File: src/rtl/core/suffix_automaton_common_substring_assert.svh
`ifndef SUFFIX_AUTOMATON_COMMON_SUBSTRING_ASSERT_SVH
`define SUFFIX_AUTOMATON_COMMON_SUBSTRING_ASSERT_SVH

// Same-cycle implication under the asynchronous reset.
`define SAC_ASSERT_IMP(label, clk, rst_n, a, b) \
    label: assert property (@(posedge clk) disable iff (!rst_n) (a) |-> (b)) \
        else $error("sac assertion failed");

// Next-cycle implication under the asynchronous reset.
`define SAC_ASSERT_NEXT(label, clk, rst_n, a, b) \
    label: assert property (@(posedge clk) disable iff (!rst_n) (a) |=> (b)) \
        else $error("sac assertion failed");

`endif

File: src/rtl/core/sac_ram.sv
module sac_ram #(
    parameter int WIDTH = 8,
    parameter int DEPTH = 16
) (
    input  logic                     clk,
    input  logic                     we,
    input  logic [$clog2(DEPTH)-1:0] waddr,
    input  logic [WIDTH-1:0]         wdata,
    input  logic [$clog2(DEPTH)-1:0] raddr,
    output logic [WIDTH-1:0]         rdata
);

    logic [WIDTH-1:0] mem [DEPTH];

    always_ff @(posedge clk)
    begin
        if (we)
        begin
            mem[waddr] <= wdata;
        end
        rdata <= mem[raddr];
    end

endmodule

File: config.mk
export PLATFORM = sky130hd
export DESIGN_NAME = sac_ram
export DESIGN_NICKNAME = d
export VERILOG_FILES = /design/src/rtl/core/suffix_automaton_common_substring_assert.svh /design/src/rtl/core/sac_ram.sv
export SDC_FILE = /design/constraint.sdc
export NUM_CORES = 1
export LEC_CHECK = 0
export ABC_AREA = 1
export ABC_CLOCK_PERIOD_IN_PS = 2500
export BUFFER_PORTS_ARGS = -buffer_cell sky130_fd_sc_hd__buf_2
export CORE_UTILIZATION = 65
export DETAILED_ROUTE_END_ITERATION = 12
export GPL_TIMING_DRIVEN = 0
export PLACE_DENSITY = 0.93
export SLEW_MARGIN = 20
export SYNTH_ARGS = -nofsm -noshare
export SYNTH_HDL_FRONTEND = slang
export SYNTH_SLANG_ARGS = --single-unit
File: constraint.sdc
create_clock -name clk -period 2.5 [get_ports clk]
set_input_delay 0.25 -clock clk [delete_from_list [all_inputs] [get_ports clk]]
set_output_delay 0.25 -clock clk [all_outputs]
set_load 0.01 [all_outputs]
Yosys cells after proc, flatten, opt, wreduce, memory -nomap -nowiden
Memory sizes are Yosys's and may differ from the RTL's. A register that Yosys moved wholly into a read port is not among the register bits.
Index checks and enable logic that the tools add are counted.
{ "classes": {"n_mux": 2} }
{ "op_table": {"columns": ["operator", "count"], "rows": [
  ["$mux 1", 2]
]} }
{ "totals": {"regBits": 0, "ramBits": 128, "input_bits": 18, "word_cells": 3, "mem_count": 1} }
{ "mem_list": {"columns": ["name", "depth", "word_bits", "rd", "rd_ports_with_merged_regs", "write_ports", "line", "text"], "rows": [
  ["mem", 16, 8, 1, 1, 1, "sac_ram.sv:13", "logic [WIDTH-1:0] mem [DEPTH];"]
]} }

Logic depth before layout (Yosys ltp)
Gate-level depths: netlist of the first run.
{ "logic_depth": {"ltp_word": 2, "mapped_depth": 8, "ltp_nobuf": 7} }

Worst setup path before layout of the first run
No wires, ideal clock.
{ "synth_timing": {"path_kind": "input -> register", "startpoint": "input port waddr[2]", "endpoint": "memory mem[10][0] (enable)", "arrival_ns": 0.831, "required_ns": 2.130, "setup_slack_ns": 1.299, "path_stages": 2, "cell_sequence": "nand3b_1 nor2_1"} }
{ "synth_lines": {"columns": ["element", "line", "text"], "rows": [
  ["start, declared", "sac_ram.sv:7", "input logic [$clog2(DEPTH)-1:0] waddr,"],
  ["end, declared", "sac_ram.sv:13", null]
]} }
No word-level cell before the write port.

Worst setup path in the final report of the first run
{ "layout_timing": {"startpoint": "register rdata[0], read port of mem", "endpoint": "output port rdata[0]"} }
{ "layout_lines": {"columns": ["element", "line", "text"], "rows": [
  ["start, declared", "sac_ram.sv:10", "output logic [WIDTH-1:0] rdata"]
]} }
No word-level cell between the ends.

==> out/metrics.cfg, run 1 <==
[synthesis]
synth-xor-area-share_pct = 0
yosysMostFrequentCell = nand2_1
synth_compound_area_share_pct = 0
synth_top_family_by_area = simple AND/OR/NAND/NOR gates
ys_seq_area_share_pct = 69.43
synth_cell_type_count = 12
ys_ff_latch = 136
synth_top_area_cell = edfxtp_1
synthArstFlopShare_pct = 0
synthCells = 551
syn_area_sq_um = 5767
synth-edff-count = 128
ys_warn_count = 0
netlist_top_cells_area = edfxtp_1 67%, nand2_1 11%, nand3_1 8.4%, inv_1 6.5%, dfxtp_1 2.8%
synthMuxAreaShare_pct = 0
ys.flop_type = edfxtp_1
netlist.area_leader.share_pct = 66.65
synth_simple_gate_area_share_pct = 21.05
yosys-top-cells-count = 173 x nand2_1, 128 x edfxtp_1, 100 x inv_1
synthAdderAreaFrac_pct = 0
synth_fp_nets = 569
synth.avg_cell_area_sq_um = 10.47

[sta]
fmax_mhz = 818.9
hold_slack_ps = 136.3
period_share_pct = 48.85
tns_ps = 0
rsz0062_at_grt = no
min_period_ps = 1221
hold_viol_final = 0
slew_headroom_pct = 36.34
max_slew.worst_pin.slew_ps = 951.3
slew_viol_final = 0
clock_skew_ps = 6.520
setup_viol = 0

[global_routing]
grt_pass1_wl_um = 22780
antenna_found_initial = 0
met1_usage_pct = 46.45
grt_max_degree = 17
grtUsageMet2_pct = 57.27
grt_most_used_layer = met2
overflow = 0
grt_pass1_vias = 4198
grt_use_met3_pct = 10.27
grt.total_usage_pct = 36.21

[layout]
synthToLayoutAreaGrowth_pct = 14.86
fin_nets = 610
layout-drive-gt1-share_pct = 12.89
fillers = 449
final_util_pct = 79.03
diodes = 0

[routing]
drtIter0Drc = 837
viasPerCell = 6.131
vias = 4353
ant_nets = 0
drc_errors = 0
drtPass1Iterations = 7
wire_per_inst_um = 21.21
wl_um = 15060

[die]
start_util_pct = 68.80
io_pins = 26
die_area_sq_um = 9253
die-height_um = 96.19
placementRows = 33
die_x_um = 96.19
core_area_sq_um = 8382

[clock_tree]
cts_buffers = 17
cts_tree = done
clock_path_buffers = 2
postCtsSetupRepairBufs = 0
clk_pin_slew_ps = 60
holdBufCountCts = 0
h-tree-depth = 4
clock_tree.root_cell = clkbuf_8
cts_sinks = 136
cts_resized = 0
clkLatencyLatePin_ps = 540

[critical_path]
critPathCaptureType = output pin
worstSetupPathType = reg -> out
cpPeakStageDelay_ps = 310
crit_buf_inv = 1
required_ps = 2250
cp_slowest_cell = dfxtp_1
start_kind = flop
worst-path-max-fanout = 1
path_cells = buf_2
critPathTopFamily = flip-flops
cp.arrival_ps = 970

[power_and_ir_drop]
vdd_drop_max_mv = 0.7699
p_sw_share_pct = 22.84
clockPowerShare_pct = 47.5
p_seq_share_pct = 46.3
p_leak_nw = 2.907
p_int_mw = 4.277
comb_power_share_pct = 6.3
power.density_nw_per_um2 = 836.9
switching_power_mw = 1.266
power_mw = 5.543

[placed_design]
detailed_place_hpwl_um = 9034
io_buffers = 22
place.gp.congestion = 0.9657

[status]
status = finished clean

[min_path]
hold_class = in -> reg

[job]
maxCapViolations = 0

==> sequential cells by signal, summed over array words and instances (netlist names) <==
register  flops
mem         128
rdata         8
==> worst paths after layout <==
check | from | end | slack, ps | cells past startpoint
setup / recovery | rdata[0]$_DFF_P_ | rdata[0] | 1280 | 1
hold / removal | raddr[2] | rdata[1]$_DFF_P_ | 140 | 4
setup reg to reg | mem[11][1]$_DFFE_PP_ | rdata[1]$_DFF_P_ | 1370 | 6
hold reg to reg | mem[2][1]$_DFFE_PP_ | rdata[1]$_DFF_P_ | 750 | 6
==> final cells by class <==
class                      count  area, sq um  area share (%)
clock buffer                  18        417.9           6.309
sequential                   136         4004           60.45
buffer                        24        166.4           2.512
tap                          105        131.4           1.983
multi-input combinational    289         1214           18.32
inverter                     102        382.9           5.780
clock inverter                14        197.7           2.985
timing repair buffer          22        110.1           1.662
==> per-layer routing <==
metal,wire length (um),vias to the layer above
li1,-,1862
met1,5222,1977
met2,7104,424
met3,2066,90
met4,669,0
met5,0,-
==> cells in the final DEF, fill, tap and decap left out <==
cell type   instances
clkbuf_8            1
nand2_1           173
edfxtp_1          128
clkbuf_16          16
clkbuf_1            1
dfxtp_1             8
nand3_1            97
inv_2               2
clkinvlp_4          2
clkinv_2            2
buf_2              35
buf_4               4
buf_6               6
inv_1             100
buf_1               1
inv_6               3
nand3b_1            2
bufinv_16           4
nor2_1             17
clkinv_4            3
==> per-stage QoR <==
step / cell area (sq um) / worst slack (ps) / std cells
floorplan: 5767 / 1299 / 551
global placement: 6008 / 903.2 / 678
detailed placement: 6008 / 793.9 / 678
CTS: 6624 / 1277 / 710
global route: 6624 / 1239 / 710
finish: 6624 / 1279 / 710
==> power groups by stage <==
stage	Clock, mW	Combinational (mW)	Sequential, mW
5_1_grt	2.70	0.373	2.57
3_5_place_dp	0	0.326	2.61
3_3_place_gp	0	0.308	2.61
6_report	2.63	0.349	2.56
2_1_floorplan	0	0.180	2.62
4_1_cts	2.60	0.336	2.56
==> cell families (layout without fill, tap and decap cells) <==
logic type	count (synthesis)	count (layout)
flip-flops	136	136
buffers and inverters	126	180
AND/OR/NAND/NOR	289	289
(Power assumes the default switching activity.)
==> run 2, diff against run 1 <==
ABC_CLOCK_PERIOD_IN_PS = 1150   (was 2500)
CORE_UTILIZATION = 61   (was 65)
PLACE_DENSITY = 0.88   (was 0.93)
clock period = 1.15 ns   (was 2.5 ns; I/O delays follow)
==> run 2 against run 1 <==
Compared with the run above:
- setup slack got worse by 1200 ps
- hold slack lost 120 ps
- sequential cell count is the same
- largest cell class unchanged
- critical endpoint is now rdata[3]
==> out/metrics.cfg, run 2 (same netlist as run 1, synthesis figures left out) <==
[routing]
ant_nets = 0  ; unchanged
wire_per_inst_um = 20.21  ; was 21.21 um
drtPass1Iterations = 6  ; was 7
wl_um = 14510  ; was 15060 um
vias = 4330  ; was 4353
drtIter0Drc = 676  ; was 837
viasPerCell = 6.031  ; was 6.131
drc_errors = 0  ; unchanged

[clock_tree]
cts_buffers = 17  ; unchanged
cts_tree = done  ; unchanged
postCtsSetupRepairBufs = 0  ; unchanged
h-tree-depth = 4  ; unchanged
clk_pin_slew_ps = 60  ; about the same
clock_tree.root_cell = clkbuf_8  ; unchanged
clock_path_buffers = 2  ; unchanged
clkLatencyLatePin_ps = 530  ; was 540 ps
cts_sinks = 136  ; unchanged

[global_routing]
overflow = 0  ; unchanged
grt_pass1_vias = 4110  ; was 4198
antenna_found_initial = 0  ; unchanged
grt_max_degree = 17  ; unchanged
grt.total_usage_pct = 31.13  ; was 36.21%
grt_pass1_wl_um = 21980  ; was 22780 um

[sta]
tns_ps = 0  ; unchanged
period_share_pct = 97.22
setup_viol = 0  ; unchanged
max_slew.worst_pin.slew_ps = 840.8  ; was 951.3 ps
slew_viol_final = 0  ; unchanged
clock_skew_ps = 7.743  ; was 6.520 ps
hold_viol_final = 0  ; unchanged
min_period_ps = 1118
rsz0062_at_grt = no  ; unchanged
fmax_mhz = 894.4
slew_headroom_pct = 43.74  ; was 36.34%

[critical_path]
r2r_cells = 6  ; unchanged
critPathTopFamily = flip-flops  ; unchanged
rrSetupSlack_ps = 70  ; was 1370 ps
start_kind = flop  ; unchanged
reg2reg_to = rdata[3]$_DFF_P_  ; was rdata[1]$_DFF_P_
cp.arrival_ps = 1000  ; was 970 ps
required_ps = 1030  ; was 2250 ps
worstSetupPathType = reg -> out  ; unchanged
cp_slowest_cell = dfxtp_1  ; unchanged
path_cells = buf_2  ; unchanged
reg2reg_from = mem[4][3]$_DFFE_PP_  ; was mem[11][1]$_DFFE_PP_
critPathCaptureType = output pin  ; unchanged
worst-path-max-fanout = 1  ; unchanged
cpPeakStageDelay_ps = 330  ; was 310 ps
crit_buf_inv = 1  ; unchanged

[die]
io_pins = 26  ; unchanged
die_x_um = 99.23  ; was 96.19 um
start_util_pct = 62.71  ; was 68.80%
placementRows = 35  ; was 33
die_area_sq_um = 9847  ; was 9253 sq um
die-height_um = 99.23  ; was 96.19 um
core_area_sq_um = 9196  ; was 8382 sq um

[min_path]
hold_class = in -> reg  ; unchanged
hold_path_depth = 1  ; was 4
hp-start = wdata[5]  ; was raddr[2]
holdPathEnd = mem[0][5]$_DFFE_PP_  ; was rdata[1]$_DFF_P_

[layout]
largest_reg_flops = 128  ; unchanged
largest-register = mem  ; unchanged
mostFrequentLayoutCell = nand2_1  ; unchanged
final_util_pct = 72.44  ; was 79.03%
layout-drive-gt1-share_pct = 12.52  ; was 12.89%
regArea_sq_um = 4004  ; unchanged
synthToLayoutAreaGrowth_pct = 15.51  ; was 14.86%
top_regs = mem x128, rdata x8  ; unchanged
diodes = 0  ; unchanged
most-common-layout-cells = 173 x nand2_1, 128 x edfxtp_1, 100 x inv_1  ; unchanged
fin_nets = 612  ; was 610
fillers = 554  ; was 449
final_area_sq_um = 6661  ; was 6624 sq um
multiInputGateArea_sq_um = 1219  ; was 1214 sq um

[placed_design]
place.gp.congestion = 0.9080  ; was 0.9657
placed_cell_area_sq_um = 6016  ; was 6008 sq um
detailed_place_hpwl_um = 8669  ; was 9034 um
io_buffers = 22  ; unchanged

[status]
status = finished clean  ; unchanged

[power_and_ir_drop]
vdd_drop_max_mv = 1.028  ; was 0.7699 mV
power.density_nw_per_um2 = 1820  ; was 836.9 nW/um^2
p_leak_nw = 2.914  ; was 2.907 nW

[job]
maxCapViolations = 0  ; unchanged

==> run 2: cell count changes in the layout (fill, tap and decap cells not counted), sizes merged <==
cell / change
dlygate4sd3: +2
clkinv: +2
bufinv: +1
clkbuf: -1
inv: -2
==> run 2: power by group <==
part	switching, mW	leakage [nW]	internal [mW]	total [mW]
Clock	2.09	0.296	3.71	5.80
Sequential	0.0328	1.22	5.54	5.57
Combinational	0.537	1.39	0.218	0.755
==> run 2: worst max path at each step <==
stage	slack (ps)	from	depth (start not counted)	endpoint
after global placement	-400	waddr[3]	3	mem[7][2]$_DFFE_PP_
after floorplan	80	waddr[3]	2	mem[4][0]$_DFFE_PP_
after global routing	20	rdata[3]$_DFF_P_	1	rdata[3]
final	30	rdata[3]$_DFF_P_	1	rdata[3]
after CTS	20	rdata[3]$_DFF_P_	1	rdata[3]
after detailed placement	-490	waddr[3]	3	mem[7][1]$_DFFE_PP_
==> run 2: final cells by class <==
type / count / area share [%]
inverters: 102 / 5.748
clock inverters: 15 / 3.099
repair buffers: 24 / 1.953
clock buffers: 17 / 6.217
multi-input cells: 289 / 18.29
flip-flops and latches: 136 / 60.11
plain buffers: 24 / 2.498
well taps: 111 / 2.085
==> run 2: per-stage QoR <==
stage          hold slack [ps]  setup WS (ps)  std cells  total power, mW
6_report                 15.78          31.99        718            12.13
5_1_grt                  6.947          23.07        718            12.36
4_1_cts                 0.6480          20.93        718            12.08
3_5_place_dp             509.4         -491.3        684            6.375
3_3_place_gp             508.6         -399.3        684            6.339
2_1_floorplan            213.9          84.16        551            6.078
==> run 2: repair_timing <==
action	CTS	global route
endpoints found under the hold margin	18	0
resized for setup	0	2
setup endpoints to repair	0	15
hold buffers	2	0
==> run 2: worst reg2reg max path, stage by stage (launching register included) <==
cell and delay (ps):
edfxtp_1 370, inv_1 70, nand2_1 60, nand3_1 100
nand3_1 90, nand3_1 200, nand2_1 90
==> run 2: metal layers <==
metal	vias up	global-route usage, %	share of wire (%)
li1	1863	-	-
met1	2023	41.52	37
met2	373	47.81	45
met3	71	7.871	13
met4	0	16.29	4.5
met5	-	0	0
==> run 3, diff against run 2 <==
GPL_TIMING_DRIVEN = unset   (was 0)
==> run 3 against run 2 <==
Compared with the run above:
- setup slack worse by 9.9 ps
- non-clock buffer count rose by 13
- sequential share of layout area decreased by 1.6 points
- critical path type is now reg -> reg
- highest routed layer unchanged
==> out/metrics.cfg, run 3 (same netlist as run 1, synthesis figures left out) <==
[power_and_ir_drop]
power_mw = 11.77  ; was 12.13 mW
power.density_nw_per_um2 = 1721  ; was 1820 nW/um^2
p_leak_nw = 3.008  ; was 2.914 nW
vdd_drop_max_mv = 1.161  ; was 1.028 mV

[routing]
wl_um = 15030  ; was 14510 um
ant_nets = 0  ; unchanged
wire_per_inst_um = 20.56  ; was 20.21 um
vias = 4396  ; was 4330
drc_errors = 0  ; unchanged
drtPass1Iterations = 5  ; was 6
viasPerCell = 6.014  ; was 6.031
drtIter0Drc = 588  ; was 676

[layout]
final_cells = 731  ; was 718
most-common-layout-cells = 173 x nand2_1, 128 x edfxtp_1, 100 x inv_1  ; unchanged
synthToLayoutAreaGrowth_pct = 18.62  ; was 15.51%
final_area_sq_um = 6840  ; was 6661 sq um
top_regs = mem x128, rdata x8  ; unchanged
fillers = 508  ; was 554
diodes = 0  ; unchanged
layout-drive-gt1-share_pct = 14.52  ; was 12.52%
largest-register = mem  ; unchanged
fin_nets = 625  ; was 612
mostFrequentLayoutCell = nand2_1  ; unchanged
largest_reg_flops = 128  ; unchanged

[critical_path]
path_cells = inv_1 -> nand2_1 -> nand3_1 -> nand3_1 -> nand3_2 -> nand2_1  ; was buf_2
worst-path-max-fanout = 1  ; unchanged
cpPeakStageDelay_ps = 380  ; was 330 ps
cp-startpoint = mem[10][1]$_DFFE_PP_  ; was rdata[3]$_DFF_P_
path_depth = 6  ; was 1
rrSetupSlack_ps = 20  ; was 70 ps
r2r_cells = 6  ; unchanged
cp.arrival_ps = 1550  ; was 1000 ps
crit_buf_inv = 1  ; unchanged
critPathCaptureType = flop  ; was output pin
reg2reg_from = mem[10][1]$_DFFE_PP_  ; was mem[4][3]$_DFFE_PP_
reg2reg_to = rdata[1]$_DFF_P_  ; was rdata[3]$_DFF_P_
required_ps = 1570  ; was 1030 ps
start_kind = flop  ; unchanged
worstSetupPathType = reg -> reg  ; was reg -> out
critical_path.endpoint = rdata[1]$_DFF_P_  ; was rdata[3]
critPathTopFamily = simple AND/OR/NAND/NOR gates  ; was flip-flops
cp_slowest_cell = edfxtp_1  ; was dfxtp_1

[global_routing]
grt_pass1_vias = 4272  ; was 4110
grt.total_usage_pct = 33.06  ; was 31.13%
antenna_found_initial = 0  ; unchanged
grt_pass1_wl_um = 23320  ; was 21980 um
overflow = 0  ; unchanged
grt_max_degree = 33  ; was 17

[placed_design]
placed_cell_area_sq_um = 6190  ; was 6016 sq um
io_buffers = 25  ; was 22
place.gp.congestion = 0.8743  ; was 0.9080
detailed_place_hpwl_um = 8158  ; was 8669 um
dpl.cell_count = 693  ; was 684
dp_worst_setup_slack_ps = -75.46  ; was -491.3 ps

[min_path]
hold_class = in -> reg  ; unchanged
hp-start = wdata[0]  ; was wdata[5]
hold_path_depth = 1  ; unchanged

[die]
start_util_pct = 62.71  ; unchanged
placementRows = 35  ; unchanged
io_pins = 26  ; unchanged
core_area_sq_um = 9196  ; unchanged
die_area_sq_um = 9847  ; unchanged
die-height_um = 99.23  ; unchanged
die_x_um = 99.23  ; unchanged

[clock_tree]
clock_tree.root_cell = clkbuf_8  ; unchanged
clock_path_buffers = 2  ; unchanged
cts_sinks = 136  ; unchanged
clk_pin_slew_ps = 60  ; about the same
clkLatencyLatePin_ps = 530  ; about the same
cts_tree = done  ; unchanged
h-tree-depth = 4  ; unchanged
cts_buffers = 17  ; unchanged

[sta]
period_share_pct = 98.08  ; was 97.22%
fmax_mhz = 886.6  ; was 894.4 MHz
clock_skew_ps = 6.166  ; was 7.743 ps
hold_viol_final = 0  ; unchanged
slew_viol_final = 0  ; unchanged
max_slew.worst_pin.slew_ps = 392.4  ; was 840.8 ps
rsz0062_at_grt = no  ; unchanged
min_period_ps = 1128  ; was 1118 ps
setup_slack_ps = 22.13  ; was 31.99 ps
slew_headroom_pct = 73.84  ; was 43.74%
setup_viol = 0  ; unchanged
hold_slack_ps = 17.46  ; was 15.78 ps

[status]
status = finished clean  ; unchanged

[job]
maxCapViolations = 0  ; unchanged

[run 3: changes by cell type in the layout (fill, tap and decap cells not counted), sizes merged]
cell,change
bufinv,-2
clkinv,-1
clkinvlp,+2
inv,-1
dlygate4sd3,+4
clkbuf,+2
buf,+9
[run 3: through the flow]
stage	TNS [ps]	utilization (%)
floorplan	0	-
global placement	0	67.31
detailed placement	-118.2	67.31
CTS	0	74.15
global route	0	74.38
finish	0	74.38
[run 3: what timing repair did]
| action | 4_1_cts | 5_1_grt |
|---|---|---|
| endpoints found under the hold margin | 39 | 2 |
| hold buffers | 5 | 1 |
| resized for setup | 0 | 3 |
| setup endpoints to repair | 0 | 3 |
| setup buffers | 0 | 0 |
[run 3: worst min path at each step]
stage	endpoint
2_1_floorplan	mem[0][0]$_DFFE_PP_
3_3_place_gp	rdata[1]
3_5_place_dp	rdata[0]
4_1_cts	mem[13][0]$_DFFE_PP_
5_1_grt	mem[5][1]$_DFFE_PP_
6_report	mem[10][0]$_DFFE_PP_
[run 3: layer usage]
layer	share of wire (%)	GRT usage, %
met4	4.5	18.33
met1	35	43.36
met5	0	0
met2	49	52.08
met3	12	7.027
[run 3: power breakdown]
part / switching [mW] / total (mW) / leakage, nW / internal (mW)
Clock: 2.10 / 5.39 / 0.274 / 3.29
Sequential: 0.0363 / 5.58 / 1.22 / 5.54
Combinational: 0.541 / 0.806 / 1.51 / 0.265
[run 3: area by class of cell]
class                           instances  area [sq um]  share of cell area [%]
Clock inverter                         13         157.7                   2.305
Tap cell                              111         138.9                   2.030
Inverter                              102         382.9                   5.597
Timing Repair Buffer                   61         510.5                   7.463
Multi-Input combinational cell        289          1224                   17.89
Sequential cell                       136          4005                   58.55
Clock buffer                           19         421.7                   6.164
